$ cat src/sv/aluq_pkg.sv
`timescale 1ns / 1ps
`default_nettype none

package aluq_pkg;

  localparam int FRAC_BITS = 8;
  localparam int WORD_W    = 16;
  localparam int NUM_W     = WORD_W + FRAC_BITS;
  localparam int CMD_W     = 2;

  localparam logic [CMD_W-1:0] CMD_MUL  = 2'd0;
  localparam logic [CMD_W-1:0] CMD_DIV  = 2'd1;
  localparam logic [CMD_W-1:0] CMD_STEP = 2'd2;

  localparam logic [NUM_W-1:0] Q_ONE = NUM_W'(1) << FRAC_BITS;

  typedef enum logic [1:0] {
    KIND_PASS,
    KIND_DIV,
    KIND_STEP
  } kind_t;

  typedef struct packed {
    logic              valid;
    kind_t             kind;
    logic [WORD_W-1:0] res;
    logic              err;
    logic [WORD_W-1:0] rem;
    logic [NUM_W-1:0]  num;
    logic [WORD_W-1:0] den;
    logic [NUM_W-1:0]  quo;
  } cell_t;

endpackage

`default_nettype wire

$ cat src/sv/aluq_front.sv
`timescale 1ns / 1ps
`default_nettype none

module aluq_front (
  input  wire                          clk,
  input  wire                          rst,
  input  wire                          en,
  input  wire                          in_valid,
  input  wire  [aluq_pkg::CMD_W-1:0]   cmd,
  input  wire  [aluq_pkg::WORD_W-1:0]  operand_a,
  input  wire  [aluq_pkg::WORD_W-1:0]  operand_b,
  input  wire  [aluq_pkg::WORD_W-1:0]  operand_c,
  output aluq_pkg::cell_t              q
);

  logic [2*aluq_pkg::WORD_W-1:0] prod;
  logic [aluq_pkg::WORD_W-1:0]   diff_ca;
  logic [aluq_pkg::WORD_W-1:0]   diff_ba;
  aluq_pkg::cell_t               d;

  assign prod    = operand_a * operand_b;
  assign diff_ca = operand_c - operand_a;
  assign diff_ba = operand_b - operand_a;

  always_comb begin
    d       = '0;
    d.valid = in_valid;
    d.kind  = aluq_pkg::KIND_PASS;
    d.err   = 1'b1;
    case (cmd)
      aluq_pkg::CMD_MUL: begin
        d.res = prod[aluq_pkg::FRAC_BITS +: aluq_pkg::WORD_W];
        d.err = |(prod >> (aluq_pkg::FRAC_BITS + aluq_pkg::WORD_W));
      end
      aluq_pkg::CMD_DIV: begin
        if (operand_b == '0) begin
          d.res = '1;
        end else begin
          d.kind = aluq_pkg::KIND_DIV;
          d.err  = 1'b0;
          d.num  = {operand_a, aluq_pkg::FRAC_BITS'(0)};
          d.den  = operand_b;
        end
      end
      aluq_pkg::CMD_STEP: begin
        if (operand_b <= operand_a) begin
          d.res = '0;
        end else if (operand_c <= operand_a) begin
          d.res = '0;
          d.err = 1'b0;
        end else begin
          d.kind = aluq_pkg::KIND_STEP;
          d.err  = 1'b0;
          d.num  = {diff_ca, aluq_pkg::FRAC_BITS'(0)};
          d.den  = diff_ba;
        end
      end
      default: begin
        d.res = '0;
      end
    endcase
  end

  always_ff @(posedge clk) begin
    if (rst) begin
      q.valid <= 1'b0;
    end else if (en) begin
      q <= d;
    end
  end

endmodule

`default_nettype wire

$ cat src/sv/aluq_cell.sv
`timescale 1ns / 1ps
`default_nettype none

module aluq_cell (
  input  wire                   clk,
  input  wire                   rst,
  input  wire                   en,
  input  wire aluq_pkg::cell_t  d,
  output aluq_pkg::cell_t       q
);

  logic [aluq_pkg::WORD_W:0] rem_sh;
  logic [aluq_pkg::WORD_W:0] diff;
  logic                      ge;
  aluq_pkg::cell_t           nxt;

  // One restoring division step: bring down the next numerator bit.
  assign rem_sh = {d.rem, d.num[aluq_pkg::NUM_W-1]};
  assign diff   = rem_sh - {1'b0, d.den};
  assign ge     = ~diff[aluq_pkg::WORD_W];

  always_comb begin
    nxt     = d;
    nxt.rem = ge ? diff[aluq_pkg::WORD_W-1:0] : rem_sh[aluq_pkg::WORD_W-1:0];
    nxt.num = {d.num[aluq_pkg::NUM_W-2:0], 1'b0};
    nxt.quo = {d.quo[aluq_pkg::NUM_W-2:0], ge};
  end

  always_ff @(posedge clk) begin
    if (rst) begin
      q.valid <= 1'b0;
    end else if (en) begin
      q <= nxt;
    end
  end

endmodule

`default_nettype wire

$ cat src/sv/aluq_back.sv
`timescale 1ns / 1ps
`default_nettype none

module aluq_back (
  input  wire                          clk,
  input  wire                          rst,
  input  wire                          en,
  input  wire aluq_pkg::cell_t         d,
  output logic                         out_valid,
  output logic [aluq_pkg::WORD_W-1:0]  out_result,
  output logic                         out_error
);

  logic [aluq_pkg::WORD_W-1:0] res_next;
  logic                        err_next;
  logic                        ovf;

  assign ovf = |d.quo[aluq_pkg::NUM_W-1:aluq_pkg::WORD_W];

  always_comb begin
    case (d.kind)
      aluq_pkg::KIND_DIV: begin
        res_next = ovf ? '1 : d.quo[aluq_pkg::WORD_W-1:0];
        err_next = ovf;
      end
      aluq_pkg::KIND_STEP: begin
        res_next = (d.quo > aluq_pkg::Q_ONE) ? aluq_pkg::Q_ONE[aluq_pkg::WORD_W-1:0]
                                             : d.quo[aluq_pkg::WORD_W-1:0];
        err_next = 1'b0;
      end
      default: begin
        res_next = d.res;
        err_next = d.err;
      end
    endcase
  end

  always_ff @(posedge clk) begin
    if (rst) begin
      out_valid <= 1'b0;
    end else if (en) begin
      out_valid  <= d.valid;
      out_result <= res_next;
      out_error  <= err_next;
    end
  end

endmodule

`default_nettype wire

$ cat src/sv/q8_8_fixed_point_alu.sv
// Channel  Dir  Beat fields (low bit first)
// s_*      in   tuser: cmd[1:0]; tdata: operand_a, operand_b, operand_c
// m_*      out  tdata: result; tuser: error
//
// One beat is accepted every cycle while m_tready does not stall the chain; each result
// passes through the operand decode and multiplier register, one cell per quotient bit of
// the 24-bit division chain, then the output register.
// rst is synchronous and clears only the valid bits of the chain.
// A stall on m_tready freezes the whole chain, so s_tready follows it.
`timescale 1ns / 1ps
`default_nettype none

module q8_8_fixed_point_alu (
  input  wire         clk,
  input  wire         rst,
  input  wire         s_tvalid,
  output logic        s_tready,
  input  wire  [47:0] s_tdata,   // operand_a, operand_b, operand_c
  input  wire  [1:0]  s_tuser,   // cmd
  output logic        m_tvalid,
  input  wire         m_tready,
  output logic [15:0] m_tdata,   // result
  output logic [0:0]  m_tuser    // error
);

  aluq_pkg::cell_t stage [0:aluq_pkg::NUM_W];
  logic            adv;

  assign adv      = ~m_tvalid | m_tready;
  assign s_tready = adv;

  aluq_front u_front (
    .clk       (clk),
    .rst       (rst),
    .en        (adv),
    .in_valid  (s_tvalid),
    .cmd       (s_tuser),
    .operand_a (s_tdata[15:0]),
    .operand_b (s_tdata[31:16]),
    .operand_c (s_tdata[47:32]),
    .q         (stage[0])
  );

  for (genvar i = 0; i < aluq_pkg::NUM_W; i++) begin : g_cell
    aluq_cell u_cell (
      .clk (clk),
      .rst (rst),
      .en  (adv),
      .d   (stage[i]),
      .q   (stage[i+1])
    );
  end

  aluq_back u_back (
    .clk        (clk),
    .rst        (rst),
    .en         (adv),
    .d          (stage[aluq_pkg::NUM_W]),
    .out_valid  (m_tvalid),
    .out_result (m_tdata),
    .out_error  (m_tuser[0])
  );

endmodule

`default_nettype wire

$ cat config.mk
export PLATFORM = sky130hd
export DESIGN_NAME = q8_8_fixed_point_alu
export DESIGN_NICKNAME = d
export VERILOG_FILES = /design/src/sv/aluq_pkg.sv /design/src/sv/aluq_front.sv /design/src/sv/aluq_cell.sv /design/src/sv/aluq_back.sv /design/src/sv/q8_8_fixed_point_alu.sv
export SDC_FILE = /design/constraint.sdc
export NUM_CORES = 2
export LEC_CHECK = 0
export BUFFER_PORTS_ARGS = -buffer_cell sky130_fd_sc_hd__buf_2
export CAP_MARGIN = 15
export CORE_ASPECT_RATIO = 0.75
export CORE_UTILIZATION = 50
export CTS_CLUSTER_SIZE = 25
export DETAILED_ROUTE_END_ITERATION = 7
export PLACE_DENSITY = 0.65
export SLEW_MARGIN = 20
export SYNTH_ARGS = -nofsm -noshare
export SYNTH_HDL_FRONTEND = slang
export SYNTH_SLANG_ARGS = --single-unit
$ cat constraint.sdc
create_clock -name clk -period 162.6 [get_ports clk]
set_input_delay 16.26 -clock clk [delete_from_list [all_inputs] [get_ports clk]]
set_output_delay 16.26 -clock clk [all_outputs]
set_load 0.01 [all_outputs]
Word-level counts from Yosys, hierarchy flattened
Cells that the tools add are included.
W data, S select, Z words.
{"block": "word_totals", "reg_bits": 1870, "elab_cells": 305, "output_inout_bits": 19}
{"block": "op_classes", "addsub": 26, "eq_ne": 4, "magnitude_cmp": 3, "n_bitwise": 27, "n_mux": 40, "reduce_logical": 5, "mul": 1}
{"op": "$mux W16", "n": 25}
{"op": "$sub A17 B16 Y17", "n": 23}
{"op": "$mux W40", "n": 3}
{"op": "$pmux W40 S2", "n": 1}
{"op": "$pmux W16 S2", "n": 2}
{"op": "$le A16 B16 Y1", "n": 2}
{"op": "$mul A16 B16 Y32", "n": 1}
{"op": "$sub A16 B16 Y16", "n": 2}
{"op": "$not A1 Y1", "n": 26}
{"op": "$gt A24 B9 Y1 const B", "n": 1}
{"op": "$sub A1 B16 Y17", "n": 1}
{"op": "$logic_not A16 Y1", "n": 1}
{"op": "$reduce_or A8 Y1", "n": 2}
{"op": "$eq A2 B1 Y1 const B", "n": 2}
{"op": "$eq A2 B2 Y1 const B", "n": 2}
{"op": "$mux W1", "n": 4}
{"op": "$mux W2", "n": 2}
{"op": "$pmux W2 S2", "n": 1}
{"op": "$pmux W1 S3", "n": 1}
{"op": "$logic_not A2 Y1", "n": 1}
{"op": "$pmux W1 S2", "n": 1}
{"op": "$reduce_and A2 Y1", "n": 1}
{"op": "$or A1 B1 Y1", "n": 1}

Depth between registers and ports, before layout
{"block": "depth", "ltp_word": 4, "mapped_depth": 26, "ltp_nobuf": 24}

Cells and area by module
A second synthesis with hierarchy kept.
{"block": "unflattened", "hier_cells": 7008, "hier_area_um2": 109517.5}
{"mod": "aluq_cell (g_cell[19].u_cell ...)", "area_each_um2": 4003.8, "seq_area_each_um2": 2962.8, "cells_each": 232, "instances": 14}
{"mod": "aluq_cell (g_cell[0].u_cell ...)", "area_each_um2": 4006.3, "seq_area_each_um2": 2962.8, "cells_each": 232, "instances": 10}
{"mod": "aluq_front", "area_each_um2": 12467.0, "seq_area_each_um2": 1551.5, "cells_each": 1376, "instances": 1}
{"mod": "aluq_back", "area_each_um2": 927.1, "seq_area_each_um2": 530.5, "cells_each": 63, "instances": 1}
{"mod": "q8_8_fixed_point_alu", "area_each_um2": 6.3, "seq_area_each_um2": 0.0, "cells_each": 1, "instances": 1}

Worst setup path before layout
No wires, ideal clock.
{"block": "synth_timing", "kind": "input port to flip-flop", "start": "input port rst", "end": "register g_cell[0].u_cell.q[0] (netlist bit), enable pin", "t_arrival_ns": 86.151, "slack_ns": 72.660, "setup_ns": 3.789, "path_stages": 3, "path_cell_list": "clkbuf_1 -> clkbuf_1 -> nor2_1"}
{"block": "synth_via", "elab_chain_len": 2}
{"element": "start, declared", "line_no": "q8_8_fixed_point_alu.sv:15", "source": "input wire rst,"}
{"element": "$not A1 Y1 (no line)"}
{"element": "$reduce_and A2 Y1 (no line)"}
{"element": "end signal, assigned", "line_no": "aluq_cell.sv:33", "source": "q <= nxt;"}
{"element": "end, declared", "line_no": "aluq_cell.sv:9", "source": "output aluq_pkg::cell_t q"}
No other way between the ends.
A chain may end at the register's enable or synchronous reset.

Final worst setup path
{"block": "layout_timing", "start": "input port m_tready", "end": "output port s_tready"}
{"block": "layout_via", "elab_chain_len": 1}
{"element": "start, declared", "line_no": "q8_8_fixed_point_alu.sv:21", "source": "input wire m_tready,"}
{"element": "$or A1 B1 Y1", "line_no": "q8_8_fixed_point_alu.sv:29", "source": "assign adv = ~m_tvalid | m_tready;"}
{"element": "end, declared", "line_no": "q8_8_fixed_point_alu.sv:17", "source": "output logic s_tready,"}
No other way between the ends.

==> metrics.log <==
INFO  metric status = finished, final reports clean
INFO  metric final-setup-viol-count = 0
INFO  metric maximum_clock_insertion_buffer_count = 3
INFO  metric cell_area_after_placement = 86100 um^2
INFO  metric worstSetupStartpointType = input pin
INFO  metric dr.first_iter.drc_count = 2474
INFO  metric cts_setup_buffers = 0
INFO  metric synth_top_cell_by_area = sky130_fd_sc_hd__edfxtp_1
INFO  metric rsz0062_at_grt = false
INFO  metric ys_seq_area_share = 61.4%
INFO  metric detailedRoute.firstPassIterationCount = 6
INFO  metric grt_first_pass_wirelength = 220000 um
INFO  metric report.final.hold_viol_count = 0
INFO  metric endpoint_kind = output port
INFO  metric die_h = 355 um
INFO  metric min_period_over_period = 20.9%
INFO  metric clock_sink_total = 1706
INFO  metric synth-async-reset-ratio = 0%
INFO  metric maxSlewViolCount = 0
INFO  metric clk-insertion-delay-late = 780 ps
INFO  metric ir_worst_vdd = 15.4 uV
INFO  metric cts_hold_repair.buffers = 0
INFO  metric clockRootBuffer = sky130_fd_sc_hd__clkbuf_16
INFO  metric routability_congestion = 0.895
INFO  metric synth-seq-cells = 1706
INFO  metric timing.hold.worst.class = flip-flop to flip-flop
INFO  metric multi_input_area = 28900 um^2
INFO  metric worst_slack = 128630 ps
INFO  metric synthesis.area_per_instance = 14.0 um^2
INFO  metric power.density_cell_area = 18.7 nW/um^2
INFO  metric avgViaCountPerCell = 5.15
INFO  metric ys_top_cells_by_count = sky130_fd_sc_hd__edfxtp_1 (1680), sky130_fd_sc_hd__inv_1 (768), sky130_fd_sc_hd__ha_1 (516), sky130_fd_sc_hd__nand2_1 (320), sky130_fd_sc_hd__nor2_1 (286)
INFO  metric num-nets-final = 6889
INFO  metric cts_made_buffers = 160
INFO  metric cellLeakagePower = 36.2 nW
INFO  metric global_route.overflow_total = 0
INFO  metric post-route-cell-area = 91200 um^2
INFO  metric final.setup_skew = 30.7 ps
INFO  metric hold_slack = 388 ps
INFO  metric critical-path-top-delay-family = buffers and inverters
INFO  metric antennaDiodeCount = 0
INFO  metric cp_slowest_cell = sky130_fd_sc_hd__clkinv_1
INFO  metric cts_tree = done
INFO  metric ios = 73
INFO  metric cts.htree.levels = 4
INFO  metric maxSlewHeadroom = 28.8%
INFO  metric effective_utilization_at_floorplan = 50.3%
INFO  metric drc_errors = 0
INFO  metric globalRouteTotalUtil = 16.1%
INFO  metric clk_pin_slew = 60 ps
INFO  metric core_area = 165000 um^2
INFO  metric drv.max_cap_violation_count = 0
INFO  metric floorplan.die_area = 168000 um^2
INFO  metric critical_path_peak_fanout = 28
INFO  metric layout-drive-gt1-share = 11.2%
INFO  metric yosysUniqueCellTypes = 77
INFO  metric cts.repair.resized = 0
INFO  metric data_arrival_at_the_endpoint_of_the_critical_path = 17710 ps
INFO  metric layout.area.seq = 51000 um^2
INFO  metric port_buffers = 72
INFO  metric buffering_stage_count_on_the_worst_path_with_inverters_included = 4
INFO  metric timing.critical_path.cells = buf_2 > nor2b_1 > buf_4 > clkinv_1 > buf_2
INFO  metric critical-path-max-stage-delay = 590 ps
INFO  metric crit_required = 146340 ps
INFO  metric die_width = 473 um
INFO  metric worst_path_most_repeated_cell = sky130_fd_sc_hd__buf_2
INFO  metric grt_start_max_net_pins = 198
INFO  metric synthDominantCellAreaShare = 60.7%
INFO  metric worstMarginPinSlew = 1060 ps
INFO  metric synthesis.yosys.warnings = 0
INFO  metric yosys.cell_count.top_type = sky130_fd_sc_hd__edfxtp_1
INFO  metric synth.cell_area = 83000 um^2
INFO  metric floorplan.rows = 129
INFO  metric dp.final_hpwl = 91700 um
INFO  metric grt_antenna_before_repair = 0
INFO  metric route.vias.total = 43600
INFO  metric fillerInstances = 13300
INFO  metric finalWirelength = 134000 um
INFO  metric tns = 0 ps
INFO  metric post_drt_wl_per_cell = 15.8 um
INFO  metric synth_cells = 5926
INFO  metric via_count_of_the_first_global_routing_pass = 44300
INFO  metric final_core_util = 55.3%
INFO  metric p_r_area_growth_vs_syn = 9.80%
INFO  metric synthTopCellsByArea = sky130_fd_sc_hd__edfxtp_1 (61%), sky130_fd_sc_hd__ha_1 (7.8%), sky130_fd_sc_hd__fa_1 (5.2%), sky130_fd_sc_hd__mux2_2 (3.8%), sky130_fd_sc_hd__inv_1 (3.5%)
INFO  metric detail-route-antenna-nets = 0
INFO  metric final_period_minus_worst_setup_slack = 33970 ps
INFO  metric achievable-frequency = 29.4 MHz
INFO  metric number_of_synthesized_flops_with_an_enable_pin = 1680
INFO  metric worstSetupPathType = input pin to output port
INFO  metric pre_cts_slack = 128650 ps
INFO  metric synth_ff_type = sky130_fd_sc_hd__edfxtp_1
-- flip-flops by register name (all words and copies together), names as in the netlist --
signal	count
u_front.q	52
u_back.out_valid	1
u_back.out_error	1
g_cell.u_cell.q	1636
u_back.out_result	16
-- cell type report --
type | count | share of cell area [%]
clock buffers | 205 | 4.65
clock inverters | 81 | 0.859
inverters | 769 | 3.17
multi-input cells | 3365 | 31.7
flip-flops and latches | 1706 | 55.9
well taps | 2227 | 3.06
repair buffers | 100 | 0.685
-- cell usage in the layout (no fill, tap or decap), drive strengths merged, types with 64 or more instances in the layout --
| cell | Yosys | layout |
|---|---|---|
| ha | 516 | 516 |
| o21ai | 138 | 138 |
| and2 | 148 | 148 |
| clkinv | 1 | 64 |
| nor2 | 286 | 286 |
| edfxtp | 1680 | 1680 |
| buf | 35 | 100 |
| a21oi | 215 | 215 |
| nor3 | 83 | 83 |
| xnor2 | 261 | 261 |
| nor2b | 71 | 71 |
| nand2 | 320 | 320 |
| xor2 | 72 | 72 |
| inv | 768 | 775 |
| clkbuf | 57 | 205 |
| fa | 217 | 217 |
| nand3 | 93 | 93 |
| mux2 | 305 | 305 |
-- routing by layer --
metal	part of all wire [%]	track usage, %	up-vias
met5	0	0	-
met4	2.4	5.36	0
met3	4.2	2.83	227
met2	49	28.0	689
met1	44	20.4	21100
li1	-	-	21600
-- power breakdown --
group          switching (mW)  internal, mW  total (mW)
Clock                   0.157         0.199       0.356
Sequential             0.0324         0.599       0.632
Combinational           0.370         0.347       0.717
Total                   0.559          1.15        1.70
-- stage by stage --
| stage | power, mW | instances |
|---|---|---|
| after floorplan | 1.25 | 5932 |
| after global placement | 1.33 | 8167 |
| after detailed placement | 1.35 | 8167 |
| after CTS | 1.72 | 8453 |
| after global routing | 1.82 | 8453 |
| final | 1.70 | 8453 |
-- logic make-up after synthesis --
logic type      Yosys count  synth area share, %
buf+inv                 861                 4.01
other cells               1              0.00452
compound gates          770                 6.35
xor+xnor                333                 3.71
mux                     346                 4.72
flops                  1706                 61.4
fa+ha+maj               733                 13.0
simple gates           1176                 6.82
-- path summary, 6_finish.rpt --
check	startpoint	to	slack, ps	depth (start not counted)
max	m_tready	s_tready	128630	5
min	g_cell[9].u_cell.q[60]	g_cell[10].u_cell.q[61]	390	0
max reg2reg	u_back.out_valid	g_cell[21].u_cell.q[37]	157210	8
min reg2reg	g_cell[9].u_cell.q[60]	g_cell[10].u_cell.q[61]	390	0
Note: power is estimated with default switching activity, not from simulation.
